File: config.mk
export PLATFORM = sky130hd
export DESIGN_NAME = fcr_mac
export DESIGN_NICKNAME = d
export VERILOG_FILES = /design/src/design/fcr_pkg.sv /design/src/design/fcr_mac.sv
export SDC_FILE = /design/constraint.sdc
export NUM_CORES = 2
export LEC_CHECK = 0
export CAP_MARGIN = 20
export CORE_MARGIN = 10
export CORE_UTILIZATION = 48
export CTS_CLUSTER_SIZE = 10
export DETAILED_ROUTE_END_ITERATION = 8
export DONT_BUFFER_PORTS = 1
export HOLD_SLACK_MARGIN = 0.08
export SLEW_MARGIN = 40
export SYNTH_ARGS = -nofsm -noshare
export SYNTH_HDL_FRONTEND = slang
export SYNTH_SLANG_ARGS = --single-unit
File: constraint.sdc
create_clock -name clk_i -period 11 [get_ports clk_i]
set_input_delay 0.55 -clock clk_i [delete_from_list [all_inputs] [get_ports clk_i]]
set_output_delay 0.55 -clock clk_i [all_outputs]
set_load 0.05 [all_outputs]
File: src/design/fcr_pkg.sv
// Package for the feedback comb echo block: default sizes, register map,
// gain limits and the configuration struct. No dependencies.
package fcr_pkg;

  // Default sizes handed to the top-level parameters.
  localparam int MaxChannelsDef = 8;
  localparam int MaxDelayDef    = 16384;
  localparam int SampleWidthDef = 24;

  // Configuration register widths.
  localparam int CfgChanW  = 4;
  localparam int CfgDelayW = 15;
  localparam int CfgFbW    = 16;
  localparam int CfgMixW   = 17;
  localparam int CfgDataW  = 17;
  localparam int CfgIdxW   = 3;

  // Register indexes on the configuration port.
  localparam logic [CfgIdxW-1:0] RegEnable   = 3'd0;
  localparam logic [CfgIdxW-1:0] RegChannels = 3'd1;
  localparam logic [CfgIdxW-1:0] RegDelay    = 3'd2;
  localparam logic [CfgIdxW-1:0] RegFeedback = 3'd3;
  localparam logic [CfgIdxW-1:0] RegWetMix   = 3'd4;

  // Gain limits (unsigned Q0.16, mix Q1.16) and rounding constants.
  localparam logic [CfgFbW-1:0]  FeedbackMax = 16'd62259;
  localparam logic [CfgMixW-1:0] MixOne      = 17'd65536;
  localparam int                 GainShift   = 16;
  localparam int                 RoundHalf   = 32768;

  // Configuration register set.
  typedef struct packed {
    logic                 enable;
    logic [CfgChanW-1:0]  channel_count;
    logic [CfgDelayW-1:0] delay_length;
    logic [CfgFbW-1:0]    feedback_gain;
    logic [CfgMixW-1:0]   wet_mix;
  } cfg_t;

  localparam cfg_t CfgReset = '{
    enable:        1'b0,
    channel_count: 4'd1,
    delay_length:  15'd1,
    feedback_gain: 16'd0,
    wet_mix:       17'd0
  };

endpackage

File: src/design/fcr_mac.sv
// Gain datapath: products in the first stage, then sums with rounding and
// saturation for the output and for the value written back. Depends on fcr_pkg.
module fcr_mac #(
  parameter int SampleWidth = fcr_pkg::SampleWidthDef
) (
  input  logic                          clk_i,
  input  logic                          load_i,
  input  fcr_pkg::cfg_t                 cfg_i,
  input  logic signed [SampleWidth-1:0] dry_i,
  input  logic signed [SampleWidth-1:0] delayed_i,
  output logic signed [SampleWidth-1:0] dry_o,
  output logic signed [SampleWidth-1:0] out_o,
  output logic signed [SampleWidth-1:0] store_o
);

  localparam int ProdW = SampleWidth + 18;
  localparam int AccW  = SampleWidth + 19;
  localparam logic signed [AccW-1:0] SatHi =
    {{(AccW - SampleWidth + 1){1'b0}}, {(SampleWidth - 1){1'b1}}};
  localparam logic signed [AccW-1:0] SatLo = ~SatHi;

  logic [fcr_pkg::CfgMixW-1:0] mix_eff, mix_inv;
  logic [fcr_pkg::CfgFbW-1:0]  fb_eff;
  logic signed [ProdW-1:0]     prod_dry_d, prod_wet_d, prod_fb_d;
  logic signed [ProdW-1:0]     prod_dry_q, prod_wet_q, prod_fb_q;
  logic signed [SampleWidth-1:0] dry_q;
  logic signed [AccW-1:0]      acc_out, acc_store;

  // Round half up, then clamp to the sample range.
  function automatic logic signed [SampleWidth-1:0] round_sat(
    input logic signed [AccW-1:0] acc
  );
    logic signed [AccW-1:0] shifted;
    shifted = acc >>> fcr_pkg::GainShift;
    if (shifted > SatHi) begin
      return SatHi[SampleWidth-1:0];
    end else if (shifted < SatLo) begin
      return SatLo[SampleWidth-1:0];
    end
    return shifted[SampleWidth-1:0];
  endfunction

  // Clamp the gains.
  assign mix_eff = (cfg_i.wet_mix > fcr_pkg::MixOne) ? fcr_pkg::MixOne : cfg_i.wet_mix;
  assign mix_inv = fcr_pkg::MixOne - mix_eff;
  assign fb_eff  = (cfg_i.feedback_gain > fcr_pkg::FeedbackMax) ?
                   fcr_pkg::FeedbackMax : cfg_i.feedback_gain;

  // Stage one: the three products.
  assign prod_dry_d = ProdW'(dry_i) * ProdW'($signed({1'b0, mix_inv}));
  assign prod_wet_d = ProdW'(delayed_i) * ProdW'($signed({1'b0, mix_eff}));
  assign prod_fb_d  = ProdW'(delayed_i) * ProdW'($signed({2'b00, fb_eff}));

  always_ff @(posedge clk_i) begin
    if (load_i) begin
      prod_dry_q <= prod_dry_d;
      prod_wet_q <= prod_wet_d;
      prod_fb_q  <= prod_fb_d;
      dry_q      <= dry_i;
    end
  end

  // Stage two: sums with rounding bias.
  assign acc_out   = AccW'(prod_dry_q) + AccW'(prod_wet_q) + AccW'(fcr_pkg::RoundHalf);
  assign acc_store = (AccW'(dry_q) <<< fcr_pkg::GainShift) + AccW'(prod_fb_q) +
                     AccW'(fcr_pkg::RoundHalf);

  assign out_o   = round_sat(acc_out);
  assign store_o = round_sat(acc_store);
  assign dry_o   = dry_q;

endmodule

After elaboration in Yosys (flattened, before gate mapping) --
Index checks and enable logic that the tools add are counted.
Operators by class: $add $sub $neg 5, multiplexer cells 12, $lt $le $gt $ge 6, $mul 3
Operators by type and width (number):
- $mux 24 | 6
- $mul 24x18->42 | 2
- $gt 27x24->1 const B | 2
- $lt 27x24->1 const B | 2
- $add 42x17->43 const B | 1
- $add 42x42->43 | 1
- $add 43x17->43 const B | 1
- $add 40x41->42 | 1
- $mul 24x17->41 | 1
- $gt 17x17->1 const B | 1
- $mux 17 | 1
- $sub 17x17->17 const A | 1
- $gt 16x16->1 const B | 1
- $mux 16 | 1
- $mux 1 | 4
Storage, ports and cells: register bits after elaboration 149, output and inout port bits 72, bits of input ports 103, logic and storage cells 30

Logic depth before layout (Yosys ltp) --
word-level depth 6, depth in mapped cells 36, mapped depth without buffers 32

Worst setup path after synthesis --
No wires, ideal clock.
path kind input to register, start input cfg_i[16] in the netlist's numbering, end register prod_dry_q[40] (data pin), slack 2.706 ns, stages on the path 33, library setup time 0.263 ns, data required time 10.737 ns, arrival 8.031 ns, path through clkbuf_1 > clkbuf_1 > nor2b_1 > clkbuf_1 > inv_1 > ha_1 > inv_1 > or3_1 > a31oi_1 > clkbuf_1 > and2_1 > fa_1 > inv_1 > fa_1 > fa_1 > inv_1 > fa_1 > fa_1 > inv_1 > fa_1 > inv_1 > ha_1 > a21o_1 > a21oi_1 > nor2b_1 > a2111o_1 > a21oi_1 > o31ai_1 > o211a_1 > o41ai_2 > o21bai_1 > a311oi_1 > xnor2_1
On the way: cells in the longest elaborated chain, start to end 4
RTL lines:
- start: declaration | line fcr_mac.sv:8 | input fcr_pkg::cfg_t cfg_i,
- $gt 17x17->1 | line fcr_mac.sv:44 | assign mix_eff = (cfg_i.wet_mix > fcr_pkg::MixOne) ? fcr_pkg::MixOne : cfg_i.wet_mix;
- $mux 17 (*) | line fcr_mac.sv:44
- $sub 17x17->17 (*) | line fcr_mac.sv:45 | assign mix_inv = fcr_pkg::MixOne - mix_eff;
- $mul 24x18->42 (*) | line fcr_mac.sv:50 | assign prod_dry_d = ProdW'(dry_i) * ProdW'($signed({1'b0, mix_inv}));
- via prod_dry_d[40] | line fcr_mac.sv:24 | logic signed [ProdW-1:0] prod_dry_d, prod_wet_d, prod_fb_d;
- end signal: assignment | line fcr_mac.sv:56 | prod_dry_q <= prod_dry_d;
- end: declaration | line fcr_mac.sv:25 | logic signed [ProdW-1:0] prod_dry_q, prod_wet_q, prod_fb_q;
Mark *: on every way through the listed nets, which the timed path passes. The rest lies on a longest branch. A chain may end at the register's enable or synchronous reset.

Final worst setup path --
start input cfg_i[4] in the netlist's numbering, end register prod_dry_q[37] (data pin)
Same word-level chain as after synthesis.

==> impl_metrics.env <==
export IMPL_path_class="in2reg"
export IMPL_crit_fanout=14
export IMPL_hold_start="dry_i[1]"
export IMPL_period_minus_slack_ps=8800
export IMPL_post_drt_wl_per_cell_um=18.7
export IMPL_area_delta_synth_final_pct=4.41
export IMPL_place_gp_congestion=0.846
export IMPL_grt_max_degree=135
export IMPL_synth_largest_area_cell="fa_1"
export IMPL_synthArstFlopShare_pct=0
export IMPL_fp_dieH_um=347
export IMPL_drtPass1Iterations=5
export IMPL_first_global_vias=38600
export IMPL_synth_nets=7280
export IMPL_synth_cell_types=85
export IMPL_hold_depth=0
export IMPL_htree_levels=4
export IMPL_avgSynthCellArea_um2=9.16
export IMPL_hold_class="in2reg"
export IMPL_wl_um=128000
export IMPL_max_cap_violations=0
export IMPL_cts_path_max_buffers=2
export IMPL_fin_setup_tns_ps=0
export IMPL_first_iter_violations=1980
export IMPL_dieWidth_um=347
export IMPL_grt_pass1_wl_um=211000
export IMPL_cts_made_buffers=17
export IMPL_via_per_inst=5.24
export IMPL_max_freq_ghz=0.114
export IMPL_grt_use_total_pct=22.1
export IMPL_drive_gt1_share_pct=3.41
export IMPL_die_area_um2=120000
export IMPL_relSlewSlack_pct=39.3
export IMPL_slew_viol_final=0
export IMPL_ctsHoldBuffers=0
export IMPL_post_cts_setup_buffers=0
export IMPL_finalCritPeriodShare_pct=80.0
export IMPL_vias=35900
export IMPL_ios=175
export IMPL_cts_sinks=134
export IMPL_clk_pin_slew_ps=80
export IMPL_ys_warn_count=0
export IMPL_synth_area_leaders="fa_1 (46%), inv_1 (11%), ha_1 (10%)"
export IMPL_cts_tree="done"
export IMPL_status="complete, no violations"
export IMPL_dp_hpwl_um=104000
export IMPL_drc=0
export IMPL_final_setup_viol_count=0
export IMPL_hold_end="dry_o[1]$_DFFE_PP_"
export IMPL_cp_end_kind="flip-flop"
export IMPL_ys_flop_type="edfxtp_1"
export IMPL_synth_edf_count=134
export IMPL_clock_root_buffer="clkbuf_16"
export IMPL_antenna_found_initial=6
export IMPL_fin_nets=7138
export IMPL_fillers=9932
export IMPL_required_ps=11220
export IMPL_core_area_um2=106000
export IMPL_ant_nets=0
export IMPL_start_kind="primary input"
export IMPL_ys_seq_area_share_pct=7.86
export IMPL_yosys_register_bits=134
export IMPL_grt_overflow=0
export IMPL_rsz0062_at_grt="no"
export IMPL_cts_resized=0
export IMPL_hold_viol_final=0
export IMPL_syn_inst=5589
export IMPL_io_buffers=0
export IMPL_worst_slew_pin_slew_ps=913
export IMPL_initial_core_util_pct=48.5
export IMPL_synth_area_um2=51200
export IMPL_placementRows=119
export IMPL_synth_top_cell_area_share_pct=46.1
export IMPL_critPathArrivalTime_ps=9020
[per-stage QoR]
stage	hold WS [ps]	instance area, um2	instances	setup WS [ps]	util, %
after detailed placement	651	52800	6817	1880	50.0
after CTS	115	53400	6847	2360	50.6
final	154	53500	6851	2200	50.6
after global routing	127	53400	6849	1840	50.6
after floorplan	649	51200	5589	2710	-
after global placement	651	52700	6813	1940	49.9
[how the worst max path moves through the flow]
stage                     startpoint                       end  slack, ps  cells after the start
after CTS                   cfg_i[4]  prod_dry_q[37]$_DFFE_PP_       2360                     27
after detailed placement    cfg_i[4]  prod_dry_q[37]$_DFFE_PP_       1880                     27
final                       cfg_i[4]  prod_dry_q[37]$_DFFE_PP_       2200                     27
after global routing        cfg_i[4]  prod_wet_q[40]$_DFFE_PP_       1840                     28
after global placement     cfg_i[20]   prod_fb_q[32]$_DFFE_PP_       1940                     27
after floorplan            cfg_i[16]  prod_dry_q[40]$_DFFE_PP_       2710                     33
[cell families after synthesis]
family                     synth area share [%]
xor gates and xnor gates                   2.87
muxes                                    0.0196
DFF                                        7.86
adders and majority gates                  56.1
AOI/OAI and AO/OA                          6.36
buffers and inverters                      12.7
and+or+nand+nor                            14.1
[sequential cells by signal, summed over array words and instances, names as in the netlist]
register and cells:
prod_dry_q 42, prod_wet_q 42, dry_o 24, prod_fb_q 26
[synth_stat cells (18+ instances only)]
library cell,count
xnor2_1,117
ha_1,410
edfxtp_1,134
and3_1,58
nor2b_1,59
nor3_1,19
a21oi_1,119
o21bai_1,23
o22ai_2,20
inv_1,1486
nand2_1,818
and2_1,382
xor2_1,51
a211oi_1,18
nor2_1,88
o21a_1,19
nand2b_1,24
clkbuf_1,213
a21o_1,66
fa_1,1178
nand3_1,24
o21ai_0,60
o22ai_1,26
[cells in the final DEF, fill, tap and decap left out, drive strengths merged, types with 5 or more instances in the layout]
master,n
nand2,818
o21ai,71
clkinv,5
a31oi,13
nand2b,24
buf,68
clkbuf,17
fa,1178
and4,6
and2,383
edfxtp,134
nor2,88
nand4,8
a311oi,5
nor4,6
o21bai,23
nor2b,59
a21oi,120
o21a,20
xor2,51
and3,58
a211oi,18
or3,7
o311ai,6
ha,410
inv,1491
xnor2,117
nand3,25
a21o,66
a221oi,5
o211ai,12
o22ai,46
nor3,19
o31ai,6
[final cells by class]
cell class / instances / area [um2] / share of cell area [%]
diodes: 2 / 5.00 / 0.00936
flip-flops and latches: 134 / 4020 / 7.53
clock inverters: 13 / 173 / 0.323
multi-input cells: 3740 / 41000 / 76.6
repair buffers: 68 / 537 / 1.00
inverters: 1486 / 5580 / 10.4
clock buffers: 17 / 425 / 0.796
well taps: 1391 / 1740 / 3.26
[critical path, cell delays in order]
cell,delay [ps]
nor4_1,400
nand2b_1,170
nor3_1,360
a41oi_1,400
nor2_2,700
buf_4,320
nand2_1,100
fa_1,530
fa_1,540
fa_1,520
inv_1,60
fa_1,490
fa_1,490
inv_1,50
fa_1,470
inv_1,40
ha_1,320
and3_1,220
a311oi_1,390
a21boi_1,120
buf_4,190
a2111oi_1,590
o31ai_1,250
and3_1,270
o21ai_1,200
a22oi_1,110
xor2_1,160
[metal layers]
layer	vias up	wire (um)	track usage, %	share of wire [%]
met5	-	0	0	0
met1	18700	53900	29.3	42
li1	16200	-	-	-
met3	144	7170	3.29	5.6
met4	0	3500	5.64	2.7
met2	817	63300	37.7	50
Power is left out: the tool's default activity adds up to more than one toggle a clock period on the data nets, which glitch-free logic cannot reach.
