### src/design/fcr_pkg.sv
// Package for the feedback comb echo block: default sizes, register map,
// gain limits and the configuration struct. No dependencies.
package fcr_pkg;

  // Default sizes handed to the top-level parameters.
  localparam int MaxChannelsDef = 8;
  localparam int MaxDelayDef    = 16384;
  localparam int SampleWidthDef = 24;

  // Configuration register widths.
  localparam int CfgChanW  = 4;
  localparam int CfgDelayW = 15;
  localparam int CfgFbW    = 16;
  localparam int CfgMixW   = 17;
  localparam int CfgDataW  = 17;
  localparam int CfgIdxW   = 3;

  // Register indexes on the configuration port.
  localparam logic [CfgIdxW-1:0] RegEnable   = 3'd0;
  localparam logic [CfgIdxW-1:0] RegChannels = 3'd1;
  localparam logic [CfgIdxW-1:0] RegDelay    = 3'd2;
  localparam logic [CfgIdxW-1:0] RegFeedback = 3'd3;
  localparam logic [CfgIdxW-1:0] RegWetMix   = 3'd4;

  // Gain limits (unsigned Q0.16, mix Q1.16) and rounding constants.
  localparam logic [CfgFbW-1:0]  FeedbackMax = 16'd62259;
  localparam logic [CfgMixW-1:0] MixOne      = 17'd65536;
  localparam int                 GainShift   = 16;
  localparam int                 RoundHalf   = 32768;

  // Configuration register set.
  typedef struct packed {
    logic                 enable;
    logic [CfgChanW-1:0]  channel_count;
    logic [CfgDelayW-1:0] delay_length;
    logic [CfgFbW-1:0]    feedback_gain;
    logic [CfgMixW-1:0]   wet_mix;
  } cfg_t;

  localparam cfg_t CfgReset = '{
    enable:        1'b0,
    channel_count: 4'd1,
    delay_length:  15'd1,
    feedback_gain: 16'd0,
    wet_mix:       17'd0
  };

endpackage

### src/design/fcr_seq.sv
// Address sequencer: channel position, ring index and frame count, and the
// store address of each accepted sample. Depends on fcr_pkg.
module fcr_seq #(
  parameter int MaxChannels = fcr_pkg::MaxChannelsDef,
  parameter int MaxDelay    = fcr_pkg::MaxDelayDef,
  parameter int AddrW       = $clog2(MaxChannels * MaxDelay)
) (
  input  logic              clk_i,
  input  logic              rst_ni,
  input  fcr_pkg::cfg_t     cfg_i,
  input  logic              start_i,
  input  logic              advance_i,
  output logic [AddrW-1:0]  addr_o,
  output logic              use_delayed_o
);

  localparam int ChPosW = (MaxChannels > 1) ? $clog2(MaxChannels) : 1;
  localparam int ChCntW = $clog2(MaxChannels + 1);
  localparam int RingW  = $clog2(MaxDelay);
  localparam int FrameW = $clog2(MaxDelay + 1);

  logic [ChPosW-1:0] ch_pos_q, ch_pos_d, ch_pos_cur;
  logic [RingW-1:0]  ring_q, ring_d, ring_cur;
  logic [FrameW-1:0] frames_q, frames_d, frames_cur;
  logic [ChCntW-1:0] chans_eff;
  logic [FrameW-1:0] delay_eff;
  logic [ChPosW:0]   ch_pos_inc;
  logic [RingW:0]    ring_inc;
  logic              frame_done;
  logic              ring_wrap;

  // Clamp the channel count and the delay into their legal ranges.
  always_comb begin
    if (cfg_i.channel_count == '0) begin
      chans_eff = ChCntW'(1);
    end else if (32'(cfg_i.channel_count) > 32'(MaxChannels)) begin
      chans_eff = ChCntW'(MaxChannels);
    end else begin
      chans_eff = ChCntW'(cfg_i.channel_count);
    end
    if (cfg_i.delay_length == '0) begin
      delay_eff = FrameW'(1);
    end else if (32'(cfg_i.delay_length) > 32'(MaxDelay)) begin
      delay_eff = FrameW'(MaxDelay);
    end else begin
      delay_eff = FrameW'(cfg_i.delay_length);
    end
  end

  // A start of block clears the position before this sample uses it.
  assign ch_pos_cur = start_i ? '0 : ch_pos_q;
  assign ring_cur   = start_i ? '0 : ring_q;
  assign frames_cur = start_i ? '0 : frames_q;

  assign addr_o = AddrW'(ch_pos_cur) * AddrW'(MaxDelay) + AddrW'(ring_cur);
  assign use_delayed_o = 32'(frames_cur) >= 32'(delay_eff);

  // Advance the channel, and the ring slot once per frame.
  assign ch_pos_inc = (ChPosW + 1)'(ch_pos_cur) + 1'b1;
  assign ring_inc   = (RingW + 1)'(ring_cur) + 1'b1;
  assign frame_done = 32'(ch_pos_inc) >= 32'(chans_eff);
  assign ring_wrap  = (32'(ring_inc) >= 32'(delay_eff)) || (32'(ring_inc) >= 32'(MaxDelay));

  always_comb begin
    ch_pos_d = ch_pos_q;
    ring_d   = ring_q;
    frames_d = frames_q;
    if (advance_i) begin
      ring_d   = ring_cur;
      frames_d = frames_cur;
      if (frame_done) begin
        ch_pos_d = '0;
        ring_d   = ring_wrap ? '0 : RingW'(ring_inc);
        if (32'(frames_cur) < 32'(MaxDelay)) begin
          frames_d = frames_cur + 1'b1;
        end
      end else begin
        ch_pos_d = ChPosW'(ch_pos_inc);
      end
    end
  end

  always_ff @(posedge clk_i or negedge rst_ni) begin
    if (!rst_ni) begin
      ch_pos_q <= '0;
      ring_q   <= '0;
      frames_q <= '0;
    end else begin
      ch_pos_q <= ch_pos_d;
      ring_q   <= ring_d;
      frames_q <= frames_d;
    end
  end

endmodule

### config.mk
export PLATFORM = sky130hd
export DESIGN_NAME = fcr_seq
export DESIGN_NICKNAME = d
export VERILOG_FILES = /design/src/design/fcr_pkg.sv /design/src/design/fcr_seq.sv
export SDC_FILE = /design/constraint.sdc
export NUM_CORES = 1
export LEC_CHECK = 0
export BUFFER_PORTS_ARGS = -buffer_cell sky130_fd_sc_hd__clkbuf_2
export CAP_MARGIN = 20
export CORE_ASPECT_RATIO = 1.5
export CORE_MARGIN = 2
export CORE_UTILIZATION = 45
export DETAILED_ROUTE_END_ITERATION = 16
export PLACE_DENSITY = 0.7
export REMOVE_ABC_BUFFERS = 1
export SLEW_MARGIN = 20
export SYNTH_ARGS = -nofsm -noshare
export SYNTH_HDL_FRONTEND = slang
export SYNTH_SLANG_ARGS = --single-unit
### constraint.sdc
create_clock -name clk_i -period 5.3 [get_ports clk_i]
set_clock_uncertainty 0.1 [all_clocks]
set_input_delay 0.795 -clock clk_i [delete_from_list [all_inputs] [get_ports clk_i]]
set_output_delay 0.795 -clock clk_i [all_outputs]
set_load 0.01 [all_outputs]
== Word level (Yosys, flattened, before mapping) ==
Cells that the tools add are included.

* Flip-flop bits (word level): 32
* Bits of input ports: 57
* Output and inout port bits: 18
* Word-level logic and storage cells: 29

* $add $sub $neg: 4
* Magnitude comparators: 7
* Multiplexer cells: 12
* Reduce and logical (&&, ||, !) cells: 3

{| class="wikitable"
|+ Operator list
! cell !! count
|-
| 15-bit 2-to-1 mux || 5
|-
| 14-bit 2-to-1 mux || 3
|-
| 15-bit >= comparator || 2
|-
| 17-bit by 14-bit adder with 17-bit output || 1
|-
| 14-bit by 1-bit adder with 15-bit output, second input constant || 1
|-
| 15-bit by 1-bit adder with 15-bit output, second input constant || 1
|-
| 15-bit >= comparator, second input constant || 1
|-
| 15-bit > comparator, second input constant || 1
|-
| 15-bit zero test || 1
|-
| 15-bit < comparator, second input constant || 1
|-
| 4-bit 2-to-1 mux || 2
|-
| 3-bit 2-to-1 mux || 2
|-
| 3-bit by 1-bit adder with 4-bit output, second input constant || 1
|-
| 4-bit >= comparator || 1
|-
| 4-bit > comparator, second input constant || 1
|-
| 4-bit zero test || 1
|-
| 1-bit logical OR || 1
|}

== Depth between registers and ports, before layout ==
* Depth in word-level cells: 7
* Gate-level depth with buffers: 19
* Mapped depth without buffers: 15

== Worst setup path after synthesis ==
OpenSTA, ideal clock, no wires.

* Path kind: input port to flip-flop
* Start point: in start_i
* End point: reg ring_q[10]
* Setup time: 0.069 ns
* Data arrival time: 4.125 ns
* Data required time: 5.131 ns
* Slack: 1.006 ns
* Cell stages on the path: 19
* Buffers on the path: 4
* Path through: buf_2 buf_1 clkbuf_1 nor2b_1 ha_1 nand4_1 nor3_4 nand3_1 nand2_1 o21ai_0 ha_1 a211oi_1 o21bai_1 a31oi_1 o311a_2 and2_1 buf_2 nand3b_1 nand3_1

* Word-level cells in the longest chain between the ends: 6
* Elaborated cells on any way between the ends: 10
* Classes of those cells: add/sub (2); order compare (3); mux (4); reduce/logical (1)

{| class="wikitable"
|+ Ends and longest elaborated chain
! element !! RTL line !! source
|-
| start: declaration || fcr_seq.sv:11 || <nowiki>input logic start_i,</nowiki>
|-
| 14-bit 2-to-1 mux || fcr_seq.sv:52 || <nowiki>assign ring_cur = start_i ? '0 : ring_q;</nowiki>
|-
| 14-bit by 1-bit adder with 15-bit output || fcr_seq.sv:60 || <nowiki>assign ring_inc = (RingW + 1)'(ring_cur) + 1'b1;</nowiki>
|-
| 15-bit >= comparator || fcr_seq.sv:62 || <nowiki>assign ring_wrap = (32'(ring_inc) >= 32'(delay_eff)) || (32'(ring_inc) >= 32'(MaxDelay));</nowiki>
|-
| 1-bit logical OR || fcr_seq.sv:62 ||
|-
| 14-bit 2-to-1 mux || fcr_seq.sv:73 || <nowiki>ring_d = ring_wrap ? '0 : RingW'(ring_inc);</nowiki>
|-
| 14-bit 2-to-1 mux (*) || fcr_seq.sv:71 || <nowiki>if (frame_done) begin</nowiki>
|-
| end signal: assignment || fcr_seq.sv:90 || <nowiki>ring_q <= ring_d;</nowiki>
|-
| end: declaration || fcr_seq.sv:23 || <nowiki>logic [RingW-1:0] ring_q, ring_d, ring_cur;</nowiki>
|}

Mark *: on every way between the ends. The rest lies on a longest branch, timed or not.
A chain may end at the register's enable or synchronous reset.

== Worst setup path in the final report ==
* Start point: in start_i
* End point: reg ring_q[7]

Same word-level chain as after synthesis.

==> results.toml <==
[outcome]
outcome = "completed"

[floorplanning]
row_count = 36
start_util = 0.458
die_area_um2 = 7180
die_h_um = 103
boundaryPins = 75
coreArea_um2 = 6400
die-width_um = 69.9

[grt]
track_usage = 0.216
antenna_found_initial = 0
grt_pass1_wl_mm = 12.4
grt-ovfl-total = 0
grt_pass1_vias = 2728
grt_max_degree = 41

[sta]
tns_ns = 0
tightest_slew_ns = 0.879
rsz0062_at_grt = "false"
fmax_ghz = 0.217
fin_crit_ns = 4.60
final_hold_viol_count = 0
setup_viol = 0
relSlewSlack = 0.408
slew_viol_final = 0
fin_crit_sh = 0.868
holdWs_ns = 0.403

[setup_path]
critical_path_peak_fanout = 13
reg2reg_to = "ring_q[7]$_DFFE_PN0P_"
crit_top_cell = "ha_1"
r2r_slack_ns = 0.98
start_kind = "input port"
timing.rr.start = "ring_q[0]$_DFFE_PN0P_"
crit_path_end_kind = "flip-flop"
slowest_delay_ns = 0.54
worstPathRequired_ns = 5.44
critPathArrivalTime_ns = 4.74
slowest_stage = "and2_1"
crit_path_cell_trace = "clkbuf_2, nor2b_1, ha_1, nand4_1, nor3_4, nand3_1, nand2_1, o21ai_0, ha_1, a211oi_1, o21bai_1, a31oi_1, o311a_2, and2_1, nor3b_1, a211o_1"
crit_type = "in -> reg"
reg2reg_depth = 15

[logic_synthesis]
synth-edff-count = 0
synthDistinctLibCells = 55
ys_dominant_reg_cell = "dfrtp_1"
netlist.area_leader.share = 0.274
synth.most_common_cell = "nand2_1"
syn_inst = 361
synth_area_um2 = 2930
avgSynthCellArea_um2 = 8.11
synth_top_area_cell = "dfrtp_1"
synth_common_cells = "nand2_1, ha_1, nor2b_1"
ys_seq_area_frac = 0.274
async_reset_ff_frac = 1.00
ys_seq_elements = 32
ys_warn_count = 0
synth_area_leaders = "dfrtp_1, ha_1, nand2_1, nor2b_1, a21oi_1"

[clocking]
ctsRootBufferMaster = "clkbuf_8"
insertion_delay_ns = 0.30
cts_resized = 0
cts_buffer_depth = 2
htree_levels = 2
cts_buffers = 5
hold_buffers = 0
path_clk_slew_ns = 0.08
cts_tree = "built"
cts_setup_buffers = 0
clock_sinks = 32

[power]
leakagePower_uw = 0.00160
peakVddDrop_v = 0.000118
pwr_density_cell_nw_per_um2 = 211

[finish]
n_antenna_cell = 0
drive_above_1_share = 0.146
area_growth_pct = 12.6
fillers = 654
nets = 490
final_area_um2 = 3300
final_core_util = 0.515

[placed_design]
routabilityCongestion = 0.852
placed_area_um2 = 3170
dp_hpwl_mm = 5.72
io_buffers = 40

[min_path]
min-delay-path-class = "reg -> reg"
hold_end = "ch_pos_q[0]$_DFFE_PN0P_"
hold_path_startpoint = "ch_pos_q[0]$_DFFE_PN0P_"
whs_path_depth = 1

[routing]
drt_iter0_drc = 173
num_vias = 2716
drt_pass1_iterations = 4
wl_per_cell_um = 15.8
drc = 0
drt_wl_total_mm = 7.48
antenna_left = 0
vias_per_cell = 5.74

[run]
drv_cap = 0
==> report_power, final <==
| group | total [µW] | switching, µW | internal (µW) |
|---|---|---|---|
| combinational | 151 | 94.6 | 56.7 |
| clock | 270 | 104 | 166 |
| sequential | 274 | 15.3 | 259 |
==> logic make-up after synthesis <==
kind of cell / synth area share
AOI/OAI and AO/OA: 0.177
adders and majority gates: 0.158
and+or+nand+nor: 0.298
xor gates and xnor gates: 0.0504
DFF: 0.274
muxes: 0.00726
buffers and inverters: 0.0359
==> how the worst max path moves through the flow <==
stage | startpoint | end | slack (ns) | cells past startpoint
6_report | start_i | ring_q[7]$_DFFE_PN0P_ | 0.70 | 16
5_1_grt | start_i | ring_q[3]$_DFFE_PN0P_ | 0.42 | 16
4_1_cts | start_i | ring_q[7]$_DFFE_PN0P_ | 0.74 | 16
3_5_place_dp | start_i | ring_q[3]$_DFFE_PN0P_ | 0.46 | 16
3_3_place_gp | start_i | ring_q[3]$_DFFE_PN0P_ | 0.57 | 16
2_1_floorplan | start_i | ring_q[3]$_DFFE_PN0P_ | 1.36 | 15
==> cell type report <==
| class | instances | area (µm²) | area share |
|---|---|---|---|
| clock buffer | 7 | 96.3 | 0.0292 |
| clock inverter | 1 | 30.0 | 0.00911 |
| inverter | 12 | 45.0 | 0.0137 |
| multi-input combinational | 304 | 2020 | 0.613 |
| sequential | 32 | 801 | 0.243 |
| tap | 76 | 95.1 | 0.0288 |
| timing repair buffer | 41 | 208 | 0.0630 |
==> per-layer routing <==
metal / up-vias / share of wire / track usage / routed length [µm]
met1: 1283 / 0.41 / 0.241 / 3100
met5: - / 0 / 0 / 0
met2: 67 / 0.50 / 0.393 / 3770
met3: 20 / 0.038 / 0.0391 / 288
met4: 0 / 0.043 / 0.112 / 323
li1: 1346 / - / - / -
==> flip-flops by register name, summed over array words and instances (netlist names) <==
| signal | flops |
|---|---|
| frames_q | 15 |
| ring_q | 14 |
| ch_pos_q | 3 |
==> critical path: cells and delay by family <==
family,cells,cell delay (ns)
compound gates,6,1.25
fa+ha+maj,2,0.57
buf+inv,1,0.19
simple gates,7,1.93
==> placed cells by master (no fill, tap or decap), drive strengths merged, types with 3 or more instances in the layout <==
cell,instances
nand2b,4
nor2,25
a21o,6
nor3,3
o2bb2ai,4
a21oi,22
o21ai,25
nand3,12
and3,3
inv,12
nand4,8
ha,37
dfrtp,32
xnor2,9
xor2,7
clkbuf,47
nor4,3
nor2b,35
nand2,59
a22o,8
==> through the flow <==
stage	cells	worst slack (ns)	power, µW
2_1_floorplan	348	1.36	369
3_3_place_gp	465	0.568	424
3_5_place_dp	465	0.461	430
4_1_cts	473	0.739	700
5_1_grt	473	0.418	726
6_report	473	0.701	696
No activity file was read; power rests on OpenSTA's default activity.
